===== config.mk =====
export PLATFORM = sky130hd
export DESIGN_NAME = lamp_pwm_pattern_controller
export DESIGN_NICKNAME = d
export VERILOG_FILES = /design/src/rtl/lpc_pkg.sv /design/src/rtl/lpc_regs.sv /design/src/rtl/lamp_pwm_pattern_controller.sv
export SDC_FILE = /design/constraint.sdc
export NUM_CORES = 1
export LEC_CHECK = 0
export BUFFER_PORTS_ARGS = -buffer_cell sky130_fd_sc_hd__buf_2
export CAP_MARGIN = 20
export CORE_ASPECT_RATIO = 1.25
export CORE_UTILIZATION = 32
export DETAILED_ROUTE_END_ITERATION = 8
export PLACE_DENSITY = 0.46
export SYNTH_ARGS = -nofsm -noshare
export SYNTH_HDL_FRONTEND = slang
export SYNTH_SLANG_ARGS = --single-unit

===== constraint.sdc =====
create_clock -name clk -period 10.1 [get_ports clk]
set_clock_uncertainty 0.05 [all_clocks]
set_input_delay 0 -clock clk [delete_from_list [all_inputs] [get_ports clk]]
set_output_delay 0 -clock clk [all_outputs]
set_load 0.01 [all_outputs]

===== src/rtl/lpc_pkg.sv =====
`timescale 1ns / 1ps
// Shared types and constants for the lamp PWM pattern controller.
// No dependencies; imported by every module of the block.
package lpc_pkg;

	localparam int MODE_W   = 3;
	localparam int PERIOD_W = 20;
	localparam int GAP_W    = 16;
	localparam int HALF_W   = 24;
	localparam int DIV_W    = 14;
	localparam int LEVEL_W  = 7;
	localparam int COUNT_W  = 8;
	localparam int ADDR_W   = 5;
	localparam int DATA_W   = 32;

	// lamp modes
	localparam logic [MODE_W-1:0] MODE_OFF  = 3'd0;
	localparam logic [MODE_W-1:0] MODE_SAW  = 3'd1;
	localparam logic [MODE_W-1:0] MODE_FAST = 3'd2;
	localparam logic [MODE_W-1:0] MODE_TRI  = 3'd3;
	localparam logic [MODE_W-1:0] MODE_SLOW = 3'd4;

	// register indexes (byte address / 4)
	typedef enum logic [2:0] {
		REG_MODE   = 3'd0,
		REG_PERIOD = 3'd1,
		REG_GAP    = 3'd2,
		REG_FAST   = 3'd3,
		REG_SLOW   = 3'd4
	} lpc_reg_e;

	// PWM phases
	localparam logic [1:0] PH_ON  = 2'd0;
	localparam logic [1:0] PH_OFF = 2'd1;
	localparam logic [1:0] PH_GAP = 2'd2;

	// reset values
	localparam logic [MODE_W-1:0]   RST_MODE   = MODE_OFF;
	localparam logic [PERIOD_W-1:0] RST_PERIOD = 20'd20000;
	localparam logic [GAP_W-1:0]    RST_GAP    = 16'd1000;
	localparam logic [HALF_W-1:0]   RST_FAST   = 24'd166000;
	localparam logic [HALF_W-1:0]   RST_SLOW   = 24'd1000000;
	localparam logic [DIV_W-1:0]    RST_DIV    = 14'd200;

	// x / 100 as (x * ceil(2^27/100)) >> 27, exact for x below 2^20
	localparam int                 DIV100_SHIFT = 27;
	localparam logic [20:0]        DIV100_MUL   = 21'd1342178;
	localparam int                 PROD_W       = PERIOD_W + 21;

	localparam logic [LEVEL_W-1:0] LEVEL_FULL = 7'd100;
	localparam logic [COUNT_W:0]   SAW_WRAP   = 9'd100;
	localparam logic [COUNT_W:0]   TRI_WRAP   = 9'd200;

	typedef struct packed {
		logic                mode_wr;
		logic [MODE_W-1:0]   mode;
		logic [PERIOD_W-1:0] period;
		logic [DIV_W-1:0]    period_div;
		logic [GAP_W-1:0]    gap;
		logic [HALF_W-1:0]   fast_half;
		logic [HALF_W-1:0]   slow_half;
	} lpc_cfg_t;

	typedef struct packed {
		logic               lamp_on;
		logic               fan_out;
		logic [LEVEL_W-1:0] level;
	} lpc_word_t;

endpackage


===== src/rtl/lpc_regs.sv =====
`timescale 1ns / 1ps
// APB register file for the lamp PWM pattern controller.
// Depends on lpc_pkg; also precomputes pwm_period / 100 at write time.
module lpc_regs import lpc_pkg::*; (
	input  logic                clk,
	input  logic                arst_n,
	input  logic                psel,
	input  logic                penable,
	input  logic                pwrite,
	input  logic [ADDR_W-1:0]   paddr,
	input  logic [DATA_W-1:0]   pwdata,
	output logic [DATA_W-1:0]   prdata,
	output logic                pready,
	output lpc_cfg_t            cfg
);

	logic [MODE_W-1:0]   mode_q;
	logic [PERIOD_W-1:0] period_q;
	logic [DIV_W-1:0]    period_div_q;
	logic [GAP_W-1:0]    gap_q;
	logic [HALF_W-1:0]   fast_q;
	logic [HALF_W-1:0]   slow_q;
	logic                wr;
	logic [2:0]          idx;
	logic [PROD_W-1:0]   div_prod;

	assign pready   = 1'b1;
	assign wr       = psel & penable & pwrite;
	assign idx      = paddr[4:2];
	assign div_prod = PROD_W'(pwdata[PERIOD_W-1:0]) * PROD_W'(DIV100_MUL);

	always_ff @(posedge clk or negedge arst_n) begin
		if (!arst_n) begin
			mode_q       <= RST_MODE;
			period_q     <= RST_PERIOD;
			period_div_q <= RST_DIV;
			gap_q        <= RST_GAP;
			fast_q       <= RST_FAST;
			slow_q       <= RST_SLOW;
		end else if (wr) begin
			case (idx)
				REG_MODE: begin
					mode_q <= pwdata[MODE_W-1:0];
				end
				REG_PERIOD: begin
					period_q     <= pwdata[PERIOD_W-1:0];
					period_div_q <= div_prod[DIV100_SHIFT +: DIV_W];
				end
				REG_GAP: begin
					gap_q <= pwdata[GAP_W-1:0];
				end
				REG_FAST: begin
					fast_q <= pwdata[HALF_W-1:0];
				end
				REG_SLOW: begin
					slow_q <= pwdata[HALF_W-1:0];
				end
				default: begin
				end
			endcase
		end
	end

	always_comb begin
		case (idx)
			REG_MODE:   prdata = DATA_W'(mode_q);
			REG_PERIOD: prdata = DATA_W'(period_q);
			REG_GAP:    prdata = DATA_W'(gap_q);
			REG_FAST:   prdata = DATA_W'(fast_q);
			REG_SLOW:   prdata = DATA_W'(slow_q);
			default:    prdata = '0;
		endcase
	end

	always_comb begin
		cfg.mode_wr    = wr && (idx == REG_MODE);
		cfg.mode       = mode_q;
		cfg.period     = period_q;
		cfg.period_div = period_div_q;
		cfg.gap        = gap_q;
		cfg.fast_half  = fast_q;
		cfg.slow_half  = slow_q;
	end

endmodule


===== src/rtl/lamp_pwm_pattern_controller.sv =====
`timescale 1ns / 1ps
// Lamp PWM pattern controller: one word in per microsecond tick, one word out.
// Output: an accepted word is registered in the output buffer, or its skid entry.
// Throughput: one word per cycle unless stalled; a two-entry output buffer keeps in_ready high
// while a single result waits. Counter update is one short compare/add path.
// Reset: arst_n clears counters and output buffer and loads register defaults.
module lamp_pwm_pattern_controller import lpc_pkg::*; #(
	parameter int TIMER_BITS = 24
) (
	input  logic               clk,
	input  logic               arst_n,
	input  logic               in_valid,
	output logic               in_ready,
	input  logic               fan_on,
	output logic               out_valid,
	input  logic               out_ready,
	output logic               lamp_on,
	output logic               fan_out,
	output logic [LEVEL_W-1:0] level,
	input  logic               psel,
	input  logic               penable,
	input  logic               pwrite,
	input  logic [ADDR_W-1:0]  paddr,
	input  logic [DATA_W-1:0]  pwdata,
	output logic [DATA_W-1:0]  prdata,
	output logic               pready
);

	localparam int TW = TIMER_BITS;
	localparam int CW = (TIMER_BITS > HALF_W) ? TIMER_BITS : HALF_W;

	lpc_cfg_t cfg;

	lpc_regs u_regs (
		.clk     (clk),
		.arst_n  (arst_n),
		.psel    (psel),
		.penable (penable),
		.pwrite  (pwrite),
		.paddr   (paddr),
		.pwdata  (pwdata),
		.prdata  (prdata),
		.pready  (pready),
		.cfg     (cfg)
	);

	logic [TW-1:0]      timer_q;
	logic [COUNT_W-1:0] pcount_q;
	logic [LEVEL_W-1:0] intensity_q;
	logic [1:0]         phase_q;

	logic [TW-1:0]       timer_d;
	logic [COUNT_W-1:0]  pcount_d;
	logic [LEVEL_W-1:0]  intensity_d;
	logic [1:0]          phase_d;
	logic [TW-1:0]       timer_inc;
	logic [PERIOD_W:0]   cycle_len;
	logic [PERIOD_W:0]   on_prod;
	logic [PERIOD_W-1:0] on_time;
	logic [HALF_W-1:0]   half;
	logic [COUNT_W:0]    pc_inc;
	logic [COUNT_W:0]    pc_saw;
	logic [COUNT_W:0]    pc_tri;
	logic                pwm_on;
	logic                blink_on;
	logic                pwm_wrap;
	logic                blink_wrap;
	lpc_word_t           word_d;
	logic                accept;

	assign timer_inc = timer_q + TW'(1);
	assign cycle_len = (PERIOD_W+1)'(cfg.period) + (PERIOD_W+1)'(cfg.gap);
	assign on_prod   = (PERIOD_W+1)'(cfg.period_div) * (PERIOD_W+1)'(intensity_q);
	assign on_time   = (intensity_q < LEVEL_FULL) ? on_prod[PERIOD_W-1:0] : cfg.period;
	assign pwm_on    = CW'(timer_q) < CW'(on_time);
	assign pwm_wrap  = CW'(timer_inc) >= CW'(cycle_len);
	assign half      = (cfg.mode == MODE_FAST) ? cfg.fast_half : cfg.slow_half;
	assign blink_on  = (phase_q == PH_ON);
	assign blink_wrap = CW'(timer_inc) >= CW'(half);

	// period counter wraps at 100 (sawtooth) or 200 (triangle)
	assign pc_inc = (COUNT_W+1)'(pcount_q) + (COUNT_W+1)'(1);

	always_comb begin
		priority if (pc_inc >= TRI_WRAP) begin
			pc_saw = pc_inc - TRI_WRAP;
		end else if (pc_inc >= SAW_WRAP) begin
			pc_saw = pc_inc - SAW_WRAP;
		end else begin
			pc_saw = pc_inc;
		end
		pc_tri = (pc_inc >= TRI_WRAP) ? pc_inc - TRI_WRAP : pc_inc;
	end

	always_comb begin
		timer_d     = timer_q;
		pcount_d    = pcount_q;
		intensity_d = intensity_q;
		phase_d     = phase_q;
		word_d.fan_out = fan_on;
		word_d.lamp_on = 1'b0;
		word_d.level   = '0;
		case (cfg.mode)
			MODE_SAW, MODE_TRI: begin
				word_d.lamp_on = pwm_on;
				word_d.level   = intensity_q;
				phase_d = pwm_on ? PH_ON :
					((CW'(timer_q) < CW'(cfg.period)) ? PH_OFF : PH_GAP);
				if (pwm_wrap) begin
					timer_d = '0;
					if (cfg.mode == MODE_TRI) begin
						pcount_d    = pc_tri[COUNT_W-1:0];
						intensity_d = (pc_tri > (COUNT_W+1)'(LEVEL_FULL)) ?
							LEVEL_W'(TRI_WRAP - pc_tri) : pc_tri[LEVEL_W-1:0];
					end else begin
						pcount_d    = pc_saw[COUNT_W-1:0];
						intensity_d = pc_saw[LEVEL_W-1:0];
					end
				end else begin
					timer_d = timer_inc;
				end
			end
			MODE_FAST, MODE_SLOW: begin
				word_d.lamp_on = blink_on;
				if (blink_wrap) begin
					timer_d = '0;
					phase_d = blink_on ? PH_OFF : PH_ON;
				end else begin
					timer_d = timer_inc;
				end
			end
			default: begin
				// off and unknown modes: dark, counters hold
			end
		endcase
	end

	// two-entry output buffer
	lpc_word_t out_q;
	lpc_word_t skid_q;
	logic      out_vld_q;
	logic      skid_vld_q;
	logic      out_free;

	assign in_ready = !skid_vld_q;
	assign accept   = in_valid & in_ready;
	assign out_free = !out_vld_q || out_ready;

	always_ff @(posedge clk or negedge arst_n) begin
		if (!arst_n) begin
			timer_q     <= '0;
			pcount_q    <= '0;
			intensity_q <= '0;
			phase_q     <= PH_ON;
		end else if (cfg.mode_wr) begin
			timer_q     <= '0;
			pcount_q    <= '0;
			intensity_q <= '0;
			phase_q     <= PH_ON;
		end else if (accept) begin
			timer_q     <= timer_d;
			pcount_q    <= pcount_d;
			intensity_q <= intensity_d;
			phase_q     <= phase_d;
		end
	end

	always_ff @(posedge clk or negedge arst_n) begin
		if (!arst_n) begin
			out_vld_q  <= 1'b0;
			skid_vld_q <= 1'b0;
		end else if (out_free) begin
			if (skid_vld_q) begin
				out_vld_q  <= 1'b1;
				skid_vld_q <= 1'b0;
			end else begin
				out_vld_q <= accept;
			end
		end else if (accept) begin
			skid_vld_q <= 1'b1;
		end
	end

	always_ff @(posedge clk) begin
		if (out_free) begin
			if (skid_vld_q) begin
				out_q <= skid_q;
			end else if (accept) begin
				out_q <= word_d;
			end
		end else if (accept) begin
			skid_q <= word_d;
		end
	end

	assign out_valid = out_vld_q;
	assign lamp_on   = out_q.lamp_on;
	assign fan_out   = out_q.fan_out;
	assign level     = out_q.level;

endmodule


==> summary.txt <==
Power
  – Switching share of power: 0.495
  – Internal power: roughly 2.8 mW
  – Clock power share: 0.120
  – Leak Pwr: 11.5 nW
  – P_sw: 2.75 mW
  – Pwr/cell area: about 240 nW/µm²
  – Flop pwr share: 0.171
  – Max rail drop VDD: 0.000332 V
  – Comb power frac: 0.709

STA
  – Unrepaired setup endpoints after global routing: no
  – Slew @ Worst Pin: roughly 1.1 ns
  – Final setup fails: 0
  – Fin crit period: 7.30 ns
  – Fmax: 137 MHz
  – Tcrit/Tclk final: 0.723
  – Final TNS setup: 0 ns
  – Rel. slew slack: 0.263
  – Final hold violations: 0
  – Count of final max-slew check failures: 0

Finish
  – Layout cell share with drive strength beyond 1: 0.110
  – Post-layout util: 0.357
  – Number of fill cells in the layout: a little under 7,000
  – Nets: 2,873
  – P&R area growth vs syn: 9.90%
  – Non-filler cells, final: 3,131

Job
  – MaxCap Viol Count: 0

Floorplanning
  – Die area: 68,000 µm²
  – I/O pin count: slightly below 90
  – Core area: approximately 66,000 µm²
  – Die Y-Extent: 291 µm
  – Row count: 105
  – Initial Utilization: 0.325
  – Die width: 233 µm

Yosys
  – Synth warn: 0
  – Ys async rst share: 0.889
  – Netlist cell types: 83
  – Yosys reg bits: 162
  – Yosys top cell area share: 0.213
  – Cell Area, Synth: 21,400 µm²
  – Syn Area/Cell: ~10 µm²
  – Largest area contributor in the netlist: ha_1
  – Post-synth EDFFs: 18
  – Top-count cell post-synth: ha_1
  – Primary FF master, synth: dfrtp_1
  – List of most frequent post-synthesis cells: ha_1 (364), inv_1 (274), fa_1 (203)
  – Sequential share of the synthesized area: 0.195
  – Synth Instances: between 2,000 and 2,500
  – Largest cells by area after synthesis: ha_1 (21%), fa_1 (19%), dfrtp_1 (14%)

Worst setup path
  – Data required time at the worst endpoint: a little over 10 ns
  – Worst setup path class: flop to flop
  – CP max FO: 19
  – Worst setup SP type: flop
  – CP arrival: 7.50 ns
  – CP Capture Type: flop

Drt
  – Via count: roughly 16,000
  – Vias/cell: slightly above 5
  – WL final: 60,100 µm
  – Routed Antenna Nets: 0
  – DR pass1 iterations: 7
  – Drt drc: 12
  – Per-cell routed wire length: 19.2 µm
  – 1st-iter DRT viols: between 700 and 800

Placement
  – Post-Place Cells: 3,067
  – DP Wirelength: 47,800 µm
  – Placer Congestion: 0.834
  – Number of port buffers: a little under 70

Clock network
  – CTS tree: built
  – TritonCTS Buffers: 17
  – Root buf cell: clkbuf_16
  – Post-CTS Setup Inserts: 0
  – Worst skew pair latency: around 0.49 ns
  – Clock buffer depth: 2
  – Clock transition at path regs: 0.07 ns
  – Max H-tree Level: 4
  – Clk sinks: roughly 160

Global routing
  – Largest net degree at the start of global routing: 75
  – Vias in the first global route: 17,000
  – Antenna violations before repair: 2
  – GRT Util Overall: 0.185
  – GRT overflow: 0
  – First-pass GRT wire length: 96,500 µm

Outcome
  – Outcome: complete, but fails checks
  – Failing checks: design-rule violations

Hold path
  – Worst hold path class: primary input to async pin
==> metrics by stage <==
stage	setup slack (ns)	cell area (µm²)	total power [mW]	hold WS, ns
finish	2.80	23500	5.55	0.0280
global route	2.20	23500	6.23	0.0986
CTS	2.68	23500	5.66	0.0519
detailed placement	2.71	22600	4.92	0.0182
global placement	2.72	22600	4.91	0.0268
floorplan	3.64	21400	3.74	-0.346
==> routing by layer <==
layer  vias to the layer above  track usage  part of all wire
li1                       7726            -                 -
met1                      8052        0.238              0.45
met2                       223        0.323              0.51
met3                        49       0.0243             0.026
met4                         0       0.0450             0.017
met5                         -            0                 0
==> placed cells by master (no fill, tap or decap), drive strengths merged, types with 14 or more instances in the layout <==
cell / count
dlygate4sd3: 29
nand3: 44
a22oi: 27
clkbuf: 20
a21oi: 71
and2: 88
nor3: 29
mux2i: 46
dfstp: 27
fa: 203
a21o: 36
nand4: 23
nor2b: 16
xnor2: 46
mux2: 78
buf: 83
o211ai: 18
dfrtp: 117
inv: 282
and3: 15
a32o: 14
edfxtp: 18
o22ai: 16
nand2: 168
xor2: 24
o21ai: 112
a31oi: 17
nor2: 79
ha: 364
==> cell type report <==
class	instances	area, µm²	share of cell area
repair buffers	112	767	0.0326
well taps	856	1070	0.0455
flip-flops and latches	162	4180	0.177
diodes	1	2.50	0.000106
clock inverters	12	120	0.00510
multi-input cells	1692	15900	0.676
clock buffers	20	457	0.0194
inverters	276	1040	0.0440
==> logic make-up after synthesis <==
kind of cell               share of synthesized area
AOI/OAI and AO/OA                              0.121
xor gates and xnor gates                      0.0295
adders and majority gates                      0.402
buffers and inverters                         0.0653
DFF                                            0.195
muxes                                         0.0625
other                                       0.000351
and+or+nand+nor                                0.124
==> power groups by stage <==
stage / sequential (mW) / combinational (mW) / clock, mW
after global routing: 0.969 / 4.55 / 0.716
after detailed placement: 0.963 / 3.96 / 0
after global placement: 0.960 / 3.95 / 0
final: 0.947 / 3.94 / 0.669
after floorplan: 0.876 / 2.87 / 0
after CTS: 0.951 / 4.02 / 0.691
==> repair_timing <==
action,CTS,global route
hold buffers,29,0
gates resized for setup,0,0
endpoints found under the hold margin,103,0
setup endpoints to repair,0,0
==> flip-flops by register name, indices dropped and copies added (netlist names), 2 cells and up <==
register,cells
timer_q,24
u_regs.fast_q,24
u_regs.slow_q,24
u_regs.period_q,20
u_regs.gap_q,16
u_regs.period_div_q,14
skid_q,9
pcount_q,8
intensity_q,7
level,7
u_regs.mode_q,3
phase_q,2
==> critical path, cell delays in order (launching register included) <==
cell and delay [ns]:
dfrtp_1 0.76, and2_1 0.25, fa_1 0.46, fa_1 0.54
fa_1 0.55, inv_1 0.05, fa_1 0.53, inv_1 0.04
ha_1 0.34, a21o_1 0.17, a21o_1 0.18, a21oi_1 0.28
o211ai_1 0.23, a311oi_1 0.44, o21ai_0 0.17, a31oi_1 0.21
xnor2_1 0.16, a21oi_1 0.12, ha_1 0.31, nand4_1 0.13
nor3_1 0.21, a31oi_1 0.21, a22o_1 0.34, mux2_2 0.29
==> final timing paths <==
path | startpoint | end | slack (ns) | cells after the start
min in group clk | penable | u_regs.slow_q[0] | 0.18 | 4
max in group asynchronous | arst_n | u_regs.fast_q[15] | 8.71 | 4
hold reg to reg | phase_q[0] | phase_q[0] | 0.46 | 1
hold / removal | arst_n | pcount_q[7] | 0.03 | 2
setup / recovery | intensity_q[5] | lamp_on | 2.80 | 23
setup reg to reg | intensity_q[5] | lamp_on | 2.80 | 23
Power figures use the tool's default switching activity.
